### src/design/grmm_pkg.sv
// Shared types and codes for the gimbal relative mecanum mixer.
// No dependencies; used by every module under design/.
package grmm_pkg;

  // Spin selection carried in the input tuser field
  typedef enum logic [1:0] {
    MODE_NO_FOLLOW = 2'd0,
    MODE_FOLLOW    = 2'd1,
    MODE_ROTATE    = 2'd2,
    MODE_SPIN      = 2'd3
  } mode_e;

  // Configuration register indexes
  typedef enum logic [1:0] {
    CFG_ANGLE_OFFSET = 2'd0,
    CFG_WHEEL_GAIN   = 2'd1,
    CFG_ROTATE_SPEED = 2'd2
  } cfg_idx_e;

  localparam int unsigned CfgIdxW  = 2;
  localparam int unsigned CfgDataW = 24;
  localparam int unsigned GainW    = 24;

  // Fields that ride along with the angle path
  typedef struct packed {
    logic signed [15:0] cvx;
    logic signed [15:0] cvy;
    logic signed [15:0] vz;
    logic signed [16:0] heading;
  } side_t;

  // Quarter-wave arguments for lane 0 (sine) and lane 1 (cosine)
  typedef struct packed {
    logic [1:0][12:0] rr;
    logic [1:0]       neg;
    side_t            side;
  } hd_t;

  typedef struct packed {
    logic signed [15:0] sin_v;
    logic signed [15:0] cos_v;
    side_t              side;
  } sc_t;

  // Wheel order: right front, left front, left rear, right rear
  typedef struct packed {
    logic [16:0]      heading;
    logic [3:0][31:0] wheel;
  } wh_t;

endpackage

### src/design/grmm_heading.sv
// Heading wrap, spin select and quadrant split (three stages).
// Depends on grmm_pkg.
module grmm_heading (
  input  logic                  clk_i,
  input  logic                  rst_ni,
  input  logic                  en_i,
  input  logic                  vld_i,
  input  logic signed [15:0]    cvx_i,
  input  logic signed [15:0]    cvy_i,
  input  logic signed [15:0]    rvz_i,
  input  grmm_pkg::mode_e       mode_i,
  input  logic signed [15:0]    yaw_i,
  input  logic signed [15:0]    angle_offset_i,
  input  logic signed [15:0]    rotate_speed_i,
  output logic                  vld_o,
  output grmm_pkg::hd_t         hd_o
);

  localparam logic signed [16:0] HalfTurnNeg = -17'sd11520;
  localparam logic signed [16:0] Turn        = 17'sd23040;
  localparam logic signed [17:0] ThreeTurns  = 18'sd69120;
  localparam logic [21:0]        Recip45     = 22'd1457;   // 2^16 / 45, rounded up
  localparam logic [17:0]        Quarter18   = 18'd5760;
  localparam logic [12:0]        Quarter     = 13'd5760;

  logic [2:0] vld_q;

  // stage 1
  logic signed [16:0] h0, h_d;
  logic signed [15:0] vz_d;
  grmm_pkg::side_t    s1_q;

  // stage 2
  logic [17:0]     m_d, m_q;
  logic [21:0]     qp;
  logic [4:0]      q_d, q_q;
  grmm_pkg::side_t s2_q;

  // stage 3
  logic [12:0]     rem;
  logic [1:0]      quad;
  grmm_pkg::hd_t   hd_d, hd_q;

  always_comb begin
    h0  = {yaw_i[15], yaw_i} - {angle_offset_i[15], angle_offset_i};
    h_d = (h0 < HalfTurnNeg) ? h0 + Turn : h0;
    case (mode_i)
      grmm_pkg::MODE_ROTATE: vz_d = rotate_speed_i;
      grmm_pkg::MODE_SPIN:   vz_d = rvz_i;
      default:               vz_d = '0;
    endcase
  end

  // m = h + 3 turns is positive; quotient by 5760 = (m >> 7) / 45
  always_comb begin
    m_d = 18'($signed({s1_q.heading[16], s1_q.heading}) + ThreeTurns);
    qp  = 22'(m_d[17:7]) * Recip45;
    q_d = qp[20:16];
  end

  always_comb begin
    rem  = 13'(m_q - 18'(18'(q_q) * Quarter18));
    quad = q_q[1:0];
    hd_d.side = s2_q;
    for (int l = 0; l < 2; l++) begin
      logic [1:0] ql;
      ql = quad + 2'(l);
      hd_d.rr[l]  = ql[0] ? Quarter - rem : rem;
      hd_d.neg[l] = ql[1];
    end
  end

  always_ff @(posedge clk_i or negedge rst_ni) begin
    if (!rst_ni) begin
      vld_q <= '0;
    end else if (en_i) begin
      vld_q <= {vld_q[1:0], vld_i};
    end
  end

  always_ff @(posedge clk_i) begin
    if (en_i) begin
      s1_q.cvx     <= cvx_i;
      s1_q.cvy     <= cvy_i;
      s1_q.vz      <= vz_d;
      s1_q.heading <= h_d;
      m_q          <= m_d;
      q_q          <= q_d;
      s2_q         <= s1_q;
      hd_q         <= hd_d;
    end
  end

  assign vld_o = vld_q[2];
  assign hd_o  = hd_q;

endmodule

### config.mk
export PLATFORM = sky130hd
export DESIGN_NAME = grmm_heading
export DESIGN_NICKNAME = d
export VERILOG_FILES = /design/src/design/grmm_pkg.sv /design/src/design/grmm_heading.sv
export SDC_FILE = /design/constraint.sdc
export NUM_CORES = 1
export LEC_CHECK = 0
export ABC_AREA = 1
export ABC_CLOCK_PERIOD_IN_PS = 6600
export BUFFER_PORTS_ARGS = -buffer_cell sky130_fd_sc_hd__buf_2
export CAP_MARGIN = 20
export CORE_UTILIZATION = 25
export DETAILED_ROUTE_END_ITERATION = 10
export HOLD_SLACK_MARGIN = 0.15
export PLACE_DENSITY_LB_ADDON = 0.3
export SLEW_MARGIN = 20
export SYNTH_ARGS = -nofsm -noshare
export SYNTH_HDL_FRONTEND = slang
export SYNTH_SLANG_ARGS = --single-unit
### constraint.sdc
create_clock -name clk_i -period 6.6 [get_ports clk_i]
set_input_delay 1.98 -clock clk_i [delete_from_list [all_inputs] [get_ports clk_i]]
set_output_delay 1.98 -clock clk_i [all_outputs]
set_load 0.02 [all_outputs]
==> results.ini <==
[finish]
stdcell_count = 1808
syn_to_final_growth_pct = 22.7
drive_gt1_frac = 0.233
antennaDiodeCount = 0
fillCellCount = 4626
nets = 1408
finish.instance_area_mm2 = 0.0143

[grt]
grt_max_degree = 106
grt.total_usage = 0.106
grt_pass1_wl_um = 39500
antenna_found_initial = 2
grt_pass1_vias = 7423
gr-total-overflow = 0

[synth]
synth_edf_count = 230
ys_warn_count = 0
yosysSeqAreaShare = 0.600
yosysMostFrequentCell = edfxtp_1
yosys-top-cells-area = edfxtp_1 (59%), ha_1 (10%), nand2_1 (6.2%)
syn_area_mm2 = 0.0116
synthDistinctLibCells = 39
ys_ff_latch = 233
synth.top_cell.area_share = 0.594
async_reset_ff_frac = 0.0129
synthCells = 973
synthFlopType = edfxtp_1
netlist_top_cells_count = edfxtp_1 (230), nand2_1 (191), inv_1 (136)
syn_avg_cell_area_um2 = 12.0
synth_nets = 1194
yosys.area.top_type = edfxtp_1

[critical_path]
critPathBufInv = 7
rr_startpoint = s1_q[9]
crit_slowest_cell = fa_1
cp-end-kind = register
setup.worst_path.class = register to register
regToRegEndpoint = q_q[1]
required_ps = 6890
arrival_ps = 5510
cp_max_fo = 6
startpoint = s1_q[9]
cp_cell_sequence = inv_1 -> ha_1 -> a21boi_1 -> xnor2_1 -> inv_1 -> ha_1 -> inv_1 -> fa_1 -> inv_1 -> fa_1 -> fa_1 -> inv_1 -> fa_1 -> inv_1 -> ha_1 -> nand2_1 -> inv_1 -> nand3_1 -> o21ai_0 -> nand3_1 -> nand2_1 -> xor2_1
reg2reg_slack_ps = 1380
crit_cells = 22
crit_path_max_incr_delay_ps = 540
crit_path_end = q_q[1]
timing.critical_path.mode_cell = inv_1
reg2reg_depth = 22
crit_family = adder cells
critPathLaunchType = register

[timing]
fin_worst_skew_ps = 23.3
rsz0062_at_grt = no
final_max_slew_viol_count = 0
tightest_slew_ps = 774
min_period_ps = 5220
slew_headroom = 0.484
setup_viol = 0
max_freq_ghz = 0.191
final.setup.tns_ps = 0
hold_slack_ps = 417
hold_viol_final = 0
period_share = 0.791

[routing]
avgViaCountPerCell = 4.13
drt_wl_total_um = 24900
post_drt_wl_per_cell_um = 13.8
drt_iter0_drc = 385
ant_nets = 0
drt-pass1-iter-count = 6
drc = 0
vias = 7465

[die]
initial_core_util = 0.255
rows = 78
die_area_mm2 = 0.0474
die_x_um = 218
die_height_um = 218
core_mm2 = 0.0457
io_pins = 196

[outcome]
status = finished clean

[clock_network]
clk_latency_ps = 570
post_cts.repair.setup_buffers = 0
post_cts_resized = 0
cts_tree = yes
cts_max_level = 1
clock_sinks = 233
ctsHoldBuffers = 0
clk_pin_slew_worst_paths_ps = 60
clockBufferDepth = 3
cts_buffers = 28
cts-root-buf = clkbuf_16

[placed_design]
dp_hpwl_um = 18700
port_buffers = 195
gp_congestion = 0.806
post_dp_cell_area_mm2 = 0.0133
dpl.cell_count = 1757

[worst_hold_path]
min_path_type = register to register

[job]
drv_cap = 0

placed cells by master, fill, tap and decap left out, drive strengths merged:
cell type | synthesis | routed
clkbuf | 10 | 31
fa | 26 | 26
nand4 | 8 | 8
mux2 | 1 | 1
nand3 | 83 | 83
clkinv | 0 | 9
bufinv | 0 | 3
nor2 | 36 | 36
inv | 143 | 146
o21ai | 34 | 34
and2 | 4 | 4
a21boi | 1 | 1
edfxtp | 230 | 230
nand3b | 3 | 3
a21o | 4 | 4
and3 | 1 | 1
nand2 | 202 | 202
o21a | 1 | 1
buf | 5 | 199
clkinvlp | 0 | 5
a31oi | 2 | 2
xor2 | 35 | 35
a211oi | 3 | 3
xnor2 | 11 | 11
nor3 | 6 | 6
a21oi | 25 | 25
nor4 | 1 | 1
maj3 | 1 | 1
dfrtp | 3 | 3
or2 | 1 | 1
ha | 93 | 93
logic make-up (layout without fill, tap and decap cells):
| logic type | after synthesis | after routing | share of synthesized area |
|---|---|---|---|
| compound gates | 70 | 70 | 0.0339 |
| simple gates | 345 | 345 | 0.133 |
| mux | 1 | 1 | 0.000968 |
| buf+inv | 158 | 393 | 0.0518 |
| fa+ha+maj | 120 | 120 | 0.146 |
| xor+xnor | 46 | 46 | 0.0346 |
| flops | 233 | 233 | 0.600 |
per-stage QoR:
stage / worst slack [ps] / util
after global routing: 1000 / 0.313
after detailed placement: 1390 / 0.292
after CTS: 1350 / 0.313
after global placement: 1490 / 0.292
after floorplan: 1750 / -
final: 1380 / 0.313
final cells by class:
cell class / count / area, um^2 / area share
timing repair buffer: 199 / 1020 / 0.0712
sequential: 233 / 6980 / 0.489
clock buffer: 31 / 712 / 0.0499
clock inverter: 20 / 233 / 0.0163
multi-input combinational: 582 / 4050 / 0.283
inverter: 143 / 537 / 0.0376
tap: 600 / 751 / 0.0526
routing by layer:
layer	vias up	GRT usage	wire, um
met5	-	0	24
met4	4	0.0272	428
met3	34	0.0252	1690
met2	199	0.171	10900
met1	3487	0.141	11800
li1	3741	-	-
worst min path at each step:
| stage | depth (start not counted) | slack, ps | startpoint | to |
|---|---|---|---|---|
| 4_1_cts | 0 | 420 | s1_q[57] | hd_d[57] |
| 2_1_floorplan | 0 | 400 | s1_q[17] | hd_d[17] |
| 3_3_place_gp | 0 | 400 | hd_d[49] | hd_o[49] |
| 5_1_grt | 0 | 420 | s1_q[25] | hd_d[25] |
| 3_5_place_dp | 0 | 400 | s1_q[32] | hd_d[32] |
| 6_report | 0 | 420 | s1_q[5] | m_q[5] |
flip-flops by register name, summed over array words and instances (netlist names):
| signal | count |
|---|---|
| hd_o | 91 |
| s1_q | 65 |
| hd_d | 56 |
| m_q | 13 |
| q_q | 5 |
| vld_q | 3 |
Power is left out: the tool's default activity adds up to more than one toggle a clock period on the data nets, which glitch-free logic cannot reach.
